==> config.mk <==
export PLATFORM = sky130hd
export DESIGN_NAME = rc_channel_frame_encoder
export DESIGN_NICKNAME = d
export VERILOG_FILES = /design/src/rtl/core/rcfe_pkg.sv /design/src/rtl/core/rc_channel_frame_encoder.sv /design/src/rtl/core/rcfe_csr.sv /design/src/rtl/core/rcfe_mapper.sv /design/src/rtl/core/rcfe_serializer.sv
export SDC_FILE = /design/constraint.sdc
export NUM_CORES = 2
export LEC_CHECK = 0
export BUFFER_PORTS_ARGS = -buffer_cell sky130_fd_sc_hd__buf_2
export CORE_MARGIN = 5
export CORE_UTILIZATION = 59
export CTS_BUF_LIST = sky130_fd_sc_hd__clkbuf_2
export CTS_CLUSTER_DIAMETER = 100
export DETAILED_ROUTE_END_ITERATION = 12
export PLACE_DENSITY = 0.76
export SYNTH_ARGS = -nofsm -noshare
export SYNTH_HDL_FRONTEND = slang
export SYNTH_HIERARCHICAL = 1
export SYNTH_SLANG_ARGS = --single-unit
==> constraint.sdc <==
create_clock -name clock -period 35 [get_ports clock]
set_input_delay 10.5 -clock clock [delete_from_list [all_inputs] [get_ports clock]]
set_output_delay 10.5 -clock clock [all_outputs]
set_load 0.01 [all_outputs]
==> src/rtl/core/rcfe_pkg.sv <==
package rcfe_pkg;

   // Frame layout
   localparam int FRAME_BYTES   = 26;
   localparam int PAYLOAD_BYTES = 22;
   localparam int CHANNELS      = 16;
   localparam int CH_WIDTH      = 11;
   localparam int PAYLOAD_BITS  = CHANNELS * CH_WIDTH;

   localparam logic [4:0] IDX_SYNC          = 5'd0;
   localparam logic [4:0] IDX_LENGTH        = 5'd1;
   localparam logic [4:0] IDX_TYPE          = 5'd2;
   localparam logic [4:0] IDX_PAYLOAD_FIRST = 5'd3;
   localparam logic [4:0] IDX_PAYLOAD_LAST  = 5'd24;
   localparam logic [4:0] IDX_CRC           = 5'd25;

   // Channel values
   localparam logic [10:0] CH_LOW    = 11'd172;
   localparam logic [10:0] CH_CENTRE = 11'd992;
   localparam logic [10:0] CH_HIGH   = 11'd1811;
   localparam logic [10:0] CH_SPAN   = 11'd1639;

   // Stick ends
   localparam logic signed [11:0] STICK_LO      = -12'sd1000;
   localparam logic signed [11:0] STICK_HI      = 12'sd1000;
   localparam logic signed [11:0] THROTTLE_LO   = 12'sd0;
   localparam logic signed [11:0] THROTTLE_HI   = 12'sd2000;
   localparam logic signed [12:0] STICK_OFFSET  = 13'sd1000;
   localparam logic [21:0]        ROUND_HALF    = 22'd1000;

   // floor(p / 2000) = floor((p >> 4) / 125) = ((p >> 4) * RECIP_125) >> RECIP_SHIFT
   localparam logic [18:0] RECIP_125   = 19'd268436;
   localparam int          RECIP_SHIFT = 25;

   localparam logic [7:0] CRC_POLY = 8'hD5;

   // Configuration registers
   typedef enum logic [1:0] {
      CSR_SYNC_BYTE   = 2'd0,
      CSR_LENGTH_BYTE = 2'd1,
      CSR_FRAME_TYPE  = 2'd2,
      CSR_UNUSED      = 2'd3
   } csr_index_type;

   localparam logic [7:0] SYNC_RESET   = 8'd200;
   localparam logic [7:0] LENGTH_RESET = 8'd24;
   localparam logic [7:0] TYPE_RESET   = 8'd22;

   typedef struct packed {
      logic [7:0] sync_byte;
      logic [7:0] length_byte;
      logic [7:0] frame_type;
   } cfg_type;

   typedef struct packed {
      logic signed [11:0] roll;
      logic signed [11:0] pitch;
      logic signed [11:0] throttle;
      logic signed [11:0] yaw;
      logic               arm_request;
      logic               failsafe;
   } req_type;

   typedef struct packed {
      logic [7:0] frame_byte;
      logic [4:0] byte_index;
      logic       last;
   } rsp_type;

endpackage

==> src/rtl/core/rc_channel_frame_encoder.sv <==
// RC-channels frame encoder. Each sample taken with start (while busy is low) becomes one
// 26-byte frame: sync, length, type, 16 packed 11-bit channels in 22 bytes, CRC-8 (poly 0xD5).
// The frame leaves one beat per cycle on rsp_data under rsp_valid, without gaps, with last
// on the CRC beat; the receiver cannot stall, so every beat must be taken as shown. The first
// beat passes the sample, product, channel, serializer and output registers. The byte
// serializer sets the sustained rate, taking a payload only when idle or on the CRC beat; up
// to three more samples wait in the mapping pipeline, and busy rises when all of it is full.
// csr_ready is always high; write configuration only while no frame is pending or in flight.
module rc_channel_frame_encoder (
   input  logic                 clock,
   input  logic                 reset,
   input  logic                 start,
   output logic                 busy,
   input  rcfe_pkg::req_type    req_sample,
   output logic                 rsp_valid,
   output rcfe_pkg::rsp_type    rsp_data,
   input  logic                 csr_valid,
   output logic                 csr_ready,
   input  logic [1:0]           csr_index,
   input  logic [7:0]           csr_data
);
   import rcfe_pkg::*;

   cfg_type                 cfg;
   logic                    req_ready;
   logic                    chan_valid;
   logic                    chan_ready;
   logic [PAYLOAD_BITS-1:0] chan_payload;

   rcfe_csr u_csr (
      .clock     (clock),
      .reset     (reset),
      .csr_valid (csr_valid),
      .csr_ready (csr_ready),
      .csr_index (csr_index),
      .csr_data  (csr_data),
      .cfg       (cfg)
   );

   rcfe_mapper u_mapper (
      .clock       (clock),
      .reset       (reset),
      .in_valid    (start),
      .in_ready    (req_ready),
      .in_sample   (req_sample),
      .out_valid   (chan_valid),
      .out_ready   (chan_ready),
      .out_payload (chan_payload)
   );

   rcfe_serializer u_serializer (
      .clock      (clock),
      .reset      (reset),
      .cfg        (cfg),
      .in_valid   (chan_valid),
      .in_ready   (chan_ready),
      .in_payload (chan_payload),
      .rsp_valid  (rsp_valid),
      .rsp_data   (rsp_data)
   );

   assign busy = !req_ready;

endmodule

==> src/rtl/core/rcfe_csr.sv <==
module rcfe_csr (
   input  logic                  clock,
   input  logic                  reset,
   input  logic                  csr_valid,
   output logic                  csr_ready,
   input  logic [1:0]            csr_index,
   input  logic [7:0]            csr_data,
   output rcfe_pkg::cfg_type     cfg
);
   import rcfe_pkg::*;

   cfg_type cfg_ff;
   cfg_type cfg_in;

   always_comb begin
      cfg_in = cfg_ff;
      if (csr_valid) begin
         unique case (csr_index_type'(csr_index))
            CSR_SYNC_BYTE:   cfg_in.sync_byte   = csr_data;
            CSR_LENGTH_BYTE: cfg_in.length_byte = csr_data;
            CSR_FRAME_TYPE:  cfg_in.frame_type  = csr_data;
            CSR_UNUSED:      cfg_in = cfg_ff;
            default:         cfg_in = cfg_ff;
         endcase
      end
   end

   always_ff @(posedge clock) begin
      if (reset) begin
         cfg_ff.sync_byte   <= SYNC_RESET;
         cfg_ff.length_byte <= LENGTH_RESET;
         cfg_ff.frame_type  <= TYPE_RESET;
      end else begin
         cfg_ff <= cfg_in;
      end
   end

   assign csr_ready = 1'b1;
   assign cfg       = cfg_ff;

endmodule

==> src/rtl/core/rcfe_mapper.sv <==
module rcfe_mapper (
   input  logic                   clock,
   input  logic                   reset,
   input  logic                   in_valid,
   output logic                   in_ready,
   input  rcfe_pkg::req_type      in_sample,
   output logic                   out_valid,
   input  logic                   out_ready,
   output logic [rcfe_pkg::PAYLOAD_BITS-1:0] out_payload
);
   import rcfe_pkg::*;

   typedef struct packed {
      logic        lo_sat;
      logic        hi_sat;
      logic [17:0] scaled;
   } stick_prod_type;

   // First half: offset sticks, multiply by span, add rounding half, drop 4 bits
   function automatic stick_prod_type map_front(logic signed [11:0] v, logic thr);
      logic signed [12:0] d;
      logic [21:0]        p;
      stick_prod_type     r;
      d = thr ? {v[11], v} : ({v[11], v} + STICK_OFFSET);
      p = {11'b0, d[10:0]} * {11'b0, CH_SPAN} + ROUND_HALF;
      r.lo_sat = thr ? (v <= THROTTLE_LO) : (v <= STICK_LO);
      r.hi_sat = thr ? (v >= THROTTLE_HI) : (v >= STICK_HI);
      r.scaled = p[21:4];
      return r;
   endfunction

   // Second half: divide by 125 through the reciprocal, add CH_LOW, then saturate
   function automatic logic [10:0] map_back(stick_prod_type sp);
      logic [36:0] prod;
      logic [10:0] q;
      prod = {19'b0, sp.scaled} * {18'b0, RECIP_125};
      q    = prod[RECIP_SHIFT+10:RECIP_SHIFT];
      if (sp.lo_sat)
         return CH_LOW;
      else if (sp.hi_sat)
         return CH_HIGH;
      else
         return CH_LOW + q;
   endfunction

   // Sample register
   logic    smp_valid_ff;
   req_type smp_ff;

   // Product register
   logic           prod_valid_ff;
   stick_prod_type roll_ff, pitch_ff, thr_ff, yaw_ff;
   logic           arm_ff, fs_ff;

   // Channel register
   logic                    chan_valid_ff;
   logic [PAYLOAD_BITS-1:0] chan_ff;
   logic [PAYLOAD_BITS-1:0] chan_in;

   logic chan_ready, prod_ready;

   assign chan_ready = !chan_valid_ff || out_ready;
   assign prod_ready = !prod_valid_ff || chan_ready;
   assign in_ready   = !smp_valid_ff || prod_ready;

   always_comb begin
      chan_in = '0;
      for (int i = 0; i < CHANNELS; i++) begin
         chan_in[i*CH_WIDTH +: CH_WIDTH] = CH_CENTRE;
      end
      if (fs_ff) begin
         chan_in[2*CH_WIDTH +: CH_WIDTH] = CH_LOW;
         chan_in[4*CH_WIDTH +: CH_WIDTH] = CH_LOW;
      end else begin
         chan_in[0*CH_WIDTH +: CH_WIDTH] = map_back(roll_ff);
         chan_in[1*CH_WIDTH +: CH_WIDTH] = map_back(pitch_ff);
         chan_in[2*CH_WIDTH +: CH_WIDTH] = map_back(thr_ff);
         chan_in[3*CH_WIDTH +: CH_WIDTH] = map_back(yaw_ff);
         chan_in[4*CH_WIDTH +: CH_WIDTH] = arm_ff ? CH_HIGH : CH_LOW;
      end
   end

   always_ff @(posedge clock) begin
      if (reset) begin
         smp_valid_ff  <= 1'b0;
         prod_valid_ff <= 1'b0;
         chan_valid_ff <= 1'b0;
      end else begin
         if (in_ready)
            smp_valid_ff <= in_valid;
         if (prod_ready)
            prod_valid_ff <= smp_valid_ff;
         if (chan_ready)
            chan_valid_ff <= prod_valid_ff;
      end
   end

   always_ff @(posedge clock) begin
      if (in_ready && in_valid)
         smp_ff <= in_sample;
      if (prod_ready && smp_valid_ff) begin
         roll_ff  <= map_front(smp_ff.roll, 1'b0);
         pitch_ff <= map_front(smp_ff.pitch, 1'b0);
         thr_ff   <= map_front(smp_ff.throttle, 1'b1);
         yaw_ff   <= map_front(smp_ff.yaw, 1'b0);
         arm_ff   <= smp_ff.arm_request;
         fs_ff    <= smp_ff.failsafe;
      end
      if (chan_ready && prod_valid_ff)
         chan_ff <= chan_in;
   end

   assign out_valid   = chan_valid_ff;
   assign out_payload = chan_ff;

endmodule

==> src/rtl/core/rcfe_serializer.sv <==
module rcfe_serializer (
   input  logic                   clock,
   input  logic                   reset,
   input  rcfe_pkg::cfg_type      cfg,
   input  logic                   in_valid,
   output logic                   in_ready,
   input  logic [rcfe_pkg::PAYLOAD_BITS-1:0] in_payload,
   output logic                   rsp_valid,
   output rcfe_pkg::rsp_type      rsp_data
);
   import rcfe_pkg::*;

   function automatic logic [7:0] crc8_step(logic [7:0] crc, logic [7:0] data);
      logic [7:0] c;
      c = crc ^ data;
      for (int i = 0; i < 8; i++) begin
         c = c[7] ? ({c[6:0], 1'b0} ^ CRC_POLY) : {c[6:0], 1'b0};
      end
      return c;
   endfunction

   logic                    active_ff, active_in;
   logic [4:0]              idx_ff, idx_in;
   logic [PAYLOAD_BITS-1:0] payload_ff, payload_in;
   logic [7:0]              crc_ff, crc_in;
   logic                    rsp_valid_ff;
   rsp_type                 rsp_ff, rsp_in;

   logic       frame_end;
   logic       load;
   logic [7:0] cur_byte;

   assign frame_end = active_ff && (idx_ff == IDX_CRC);
   assign in_ready  = !active_ff || frame_end;
   assign load      = in_ready && in_valid;

   always_comb begin
      priority if (idx_ff == IDX_SYNC)
         cur_byte = cfg.sync_byte;
      else if (idx_ff == IDX_LENGTH)
         cur_byte = cfg.length_byte;
      else if (idx_ff == IDX_TYPE)
         cur_byte = cfg.frame_type;
      else if (idx_ff == IDX_CRC)
         cur_byte = crc_ff;
      else
         cur_byte = payload_ff[7:0];
   end

   always_comb begin
      active_in  = active_ff;
      idx_in     = idx_ff;
      payload_in = payload_ff;
      crc_in     = crc_ff;
      if (active_ff) begin
         idx_in = idx_ff + 5'd1;
         if (idx_ff >= IDX_PAYLOAD_FIRST && idx_ff <= IDX_PAYLOAD_LAST)
            payload_in = {8'b0, payload_ff[PAYLOAD_BITS-1:8]};
         if (idx_ff >= IDX_TYPE && idx_ff <= IDX_PAYLOAD_LAST)
            crc_in = crc8_step(crc_ff, cur_byte);
         if (frame_end)
            active_in = 1'b0;
      end
      // Next frame starts right behind the CRC beat
      if (load) begin
         active_in  = 1'b1;
         idx_in     = IDX_SYNC;
         payload_in = in_payload;
         crc_in     = '0;
      end
   end

   always_comb begin
      rsp_in.frame_byte = cur_byte;
      rsp_in.byte_index = idx_ff;
      rsp_in.last       = frame_end;
   end

   always_ff @(posedge clock) begin
      if (reset) begin
         active_ff    <= 1'b0;
         idx_ff       <= IDX_SYNC;
         rsp_valid_ff <= 1'b0;
      end else begin
         active_ff    <= active_in;
         idx_ff       <= idx_in;
         rsp_valid_ff <= active_ff;
      end
   end

   always_ff @(posedge clock) begin
      payload_ff <= payload_in;
      crc_ff     <= crc_in;
      rsp_ff     <= rsp_in;
   end

   assign rsp_valid = rsp_valid_ff;
   assign rsp_data  = rsp_ff;

endmodule

==> summary.txt <==
Cell variety after synth - 97
CP bufs+invs - 3
Hold Path End - u_mapper/fs_ff
Worst Skew - 0.0997 ns
drt first pass iters - 6
Fmax - 68.0 MHz
worst setup margin - 20.28 ns
Worst Hold Class - register to register
GR Overflow Total - 0
die area - 79,000 um^2
CTS Buffer Depth - 3
final WL - 80.6 mm
dpl hpwl - 63.2 mm
Setup TNS Final - 0 ns
Synth Area in Adders - 40.6%
site row count - 99
maximum number of pins on one net before global-route repair - 101
CTS tree - yes
share of layout cells above drive strength 1 - 6.78%
max-cap viol count - 0
IO Pins - 81
Worst setup EP type - output pin
drt initial violations - 1,478
Post-Synth XOR/XNOR Area - 3.42%
Die Span Y - 281 um
status - complete, no violations
Slew Limit Fails - 0
Sink Count - 410
reg2reg end - u_mapper/out_payload[10]
Setup Fix Bufs, Post-CTS - 0
crit path time final - 14.72 ns
async set-or-reset flop fraction in the synthesized netlist - 0%
post_cts resized - 0
CP startpoint kind - register
Worst-Skew Late Latency - 1.18 ns
Synth area leaders - ha_1 (25%), edfxtp_1 (25%), fa_1 (16%), inv_1 (6.5%), nand2_1 (5.4%)
post-place setup slack - 21.51 ns
R2R Setup Slk - 27.42 ns
Clk pin slew, worst setup/hold paths - 0.11 ns
Critical Path Fanout Max - 21
Synthesis Warnings - 6
initial core utilization - 59.4%
CP arrival - 4.22 ns
Largest delay share family, worst path - simple AND/OR/NAND/NOR gates
Hold Fails Final Rpt - 0
CP max stage delay - 0.66 ns
most used cell, CP - inv_1
Synth Flop Type - edfxtp_1
number of global-route vias before repair - 29.6k
initial antenna violation count - 2
dominant combinational cell family by area after synthesis - adder cells
CP Cell Sequence - inv_1, ha_1, nand4b_1, nand2_1, nor2b_1, nand3_1, inv_1, buf_2
reg2reg start - u_mapper/roll_ff[7]
RSZ-0062 raised after global routing - no
period utilisation layout - 42.0%
Syn-to-layout area delta - 4.18%
crit path kind - register to output pin
Vias/cell - 5.28
design area - 45,200 um^2
placed cell count - 5,275
Worst Tran Pin Value - 1.08 ns
simple-gate share of the synthesized area - 10.6%
H-tree depth - 3
global-route wire length before repair - 139 mm
count leader, synth - ha_1
Nets - 5,693
slowest cell on the critical path - nor2b_1
routability cong. - 0.895
Mapped Avg Cell Area - 10.0 um^2
Antenna Nets Post-Route - 0
width of the chip - 281 um
Synth Area in Compound Gates - 7.51%
portion of netlist area occupied by mux cells - 1.22%
Post-synth top cells - ha_1 (867), inv_1 (753), nand2_1 (620)
number of buffers inserted by hold repair at cts - 0
DRC errors left - 0
worst reg2reg path depth - 23
worst hold stages - 0
EDFF count, synth - 354
Gate Count Post-Synth - 4,320
Clock Tree Root - clkbuf_2
per-cell routed wire length - 14.7 um
fin cells - 5,473
register area share after synthesis - 27.1%
min-delay src - u_mapper/smp_ff[0]
routed vias - 28.9k
top cell type's share of synthesized area - 25.0%
IO buf count - 79
Req. time, crit path - 24.50 ns
DP Area - 44,200 um^2
Core ar. - 73,000 um^2
total CTS buffers - 107
Max-slew headroom - 28.0%
final setup vio count - 0
Mapped Area - 43,400 um^2
Synth area leader - ha_1
total track usage - 21.0%
synthesized flop and latch total - 410
[cell type report]
class,count,area [um^2]
diodes,2,5.00
clock buffers,152,761
clock inverters,44,220
fillers,5877,27800
inverters,753,2830
multi-input cells,3067,28000
flip-flops and latches,410,11800
well taps,959,1200
repair buffers,86,448
[metal layers]
metal | track usage, % | up-vias | share of wire [%]
li1 | - | 14500 | -
met1 | 28.5 | 13800 | 46
met2 | 35.7 | 488 | 48
met3 | 2.87 | 131 | 3.9
met4 | 5.50 | 0 | 2.1
met5 | 0 | - | 0
[registers in the layout (all words and copies together), names as in the netlist, 5 cells and up]
| register | count |
|---|---|
| u_serializer/crc_ff | 8 |
| u_serializer/payload_ff | 176 |
| u_mapper/roll_ff | 20 |
| u_mapper/smp_ff | 50 |
| u_mapper/thr_ff | 20 |
| u_csr/cfg | 24 |
| u_serializer/idx_ff | 5 |
| u_mapper/pitch_ff | 20 |
| u_mapper/yaw_ff | 20 |
| u_mapper/out_payload | 46 |
| u_serializer/rsp_data | 14 |
[kinds of logic (layout without fill, tap and decap cells)]
group                      after synthesis  count (layout)
DFF                                    410             410
buffers and inverters                  963            1035
AOI/OAI and AO/OA                      485             485
adders and majority gates             1204            1204
other                                    3             125
muxes                                   52              52
xor gates and xnor gates               161             161
and+or+nand+nor                       1042            1042
[cell usage in the layout, fill, tap and decap left out, types with 20 or more instances in the layout]
| cell | n |
|---|---|
| a211oi_1 | 22 |
| a21boi_0 | 23 |
| a21o_1 | 26 |
| a21oi_1 | 129 |
| and3_1 | 22 |
| buf_2 | 79 |
| clkbuf_2 | 152 |
| clkinv_1 | 24 |
| conb_1 | 123 |
| dfxtp_1 | 56 |
| edfxtp_1 | 354 |
| fa_1 | 337 |
| ha_1 | 867 |
| inv_1 | 753 |
| mux2i_1 | 46 |
| nand2_1 | 619 |
| nand2b_1 | 47 |
| nand3_1 | 42 |
| nand4_1 | 21 |
| nor2_1 | 148 |
| nor3_1 | 43 |
| o211ai_1 | 23 |
| o21a_1 | 20 |
| o21ai_0 | 92 |
| xnor2_1 | 105 |
| xor2_1 | 50 |
[through the flow]
step | hold slack, ns | util (%)
global route | 0.441 | 61.9
global placement | 0.410 | 60.6
floorplan | 0.351 | -
detailed placement | 0.409 | 60.6
finish | 0.421 | 61.9
CTS | 0.423 | 61.9
[worst max-delay path by stage]
stage | to | cells after the start | slack, ns | from
finish | busy | 8 | 20.28 | u_serializer/idx_ff[1]
CTS | busy | 8 | 20.12 | u_serializer/idx_ff[1]
floorplan | u_serializer/payload_ff[0] | 4 | 20.91 | u_serializer/idx_ff[2]
global route | busy | 8 | 19.85 | u_serializer/idx_ff[1]
detailed placement | busy | 8 | 21.51 | u_serializer/idx_ff[1]
global placement | busy | 8 | 21.62 | u_serializer/idx_ff[1]
Power is left out: the tool's default activity adds up to more than one toggle a clock period on the data nets, which glitch-free logic cannot reach.
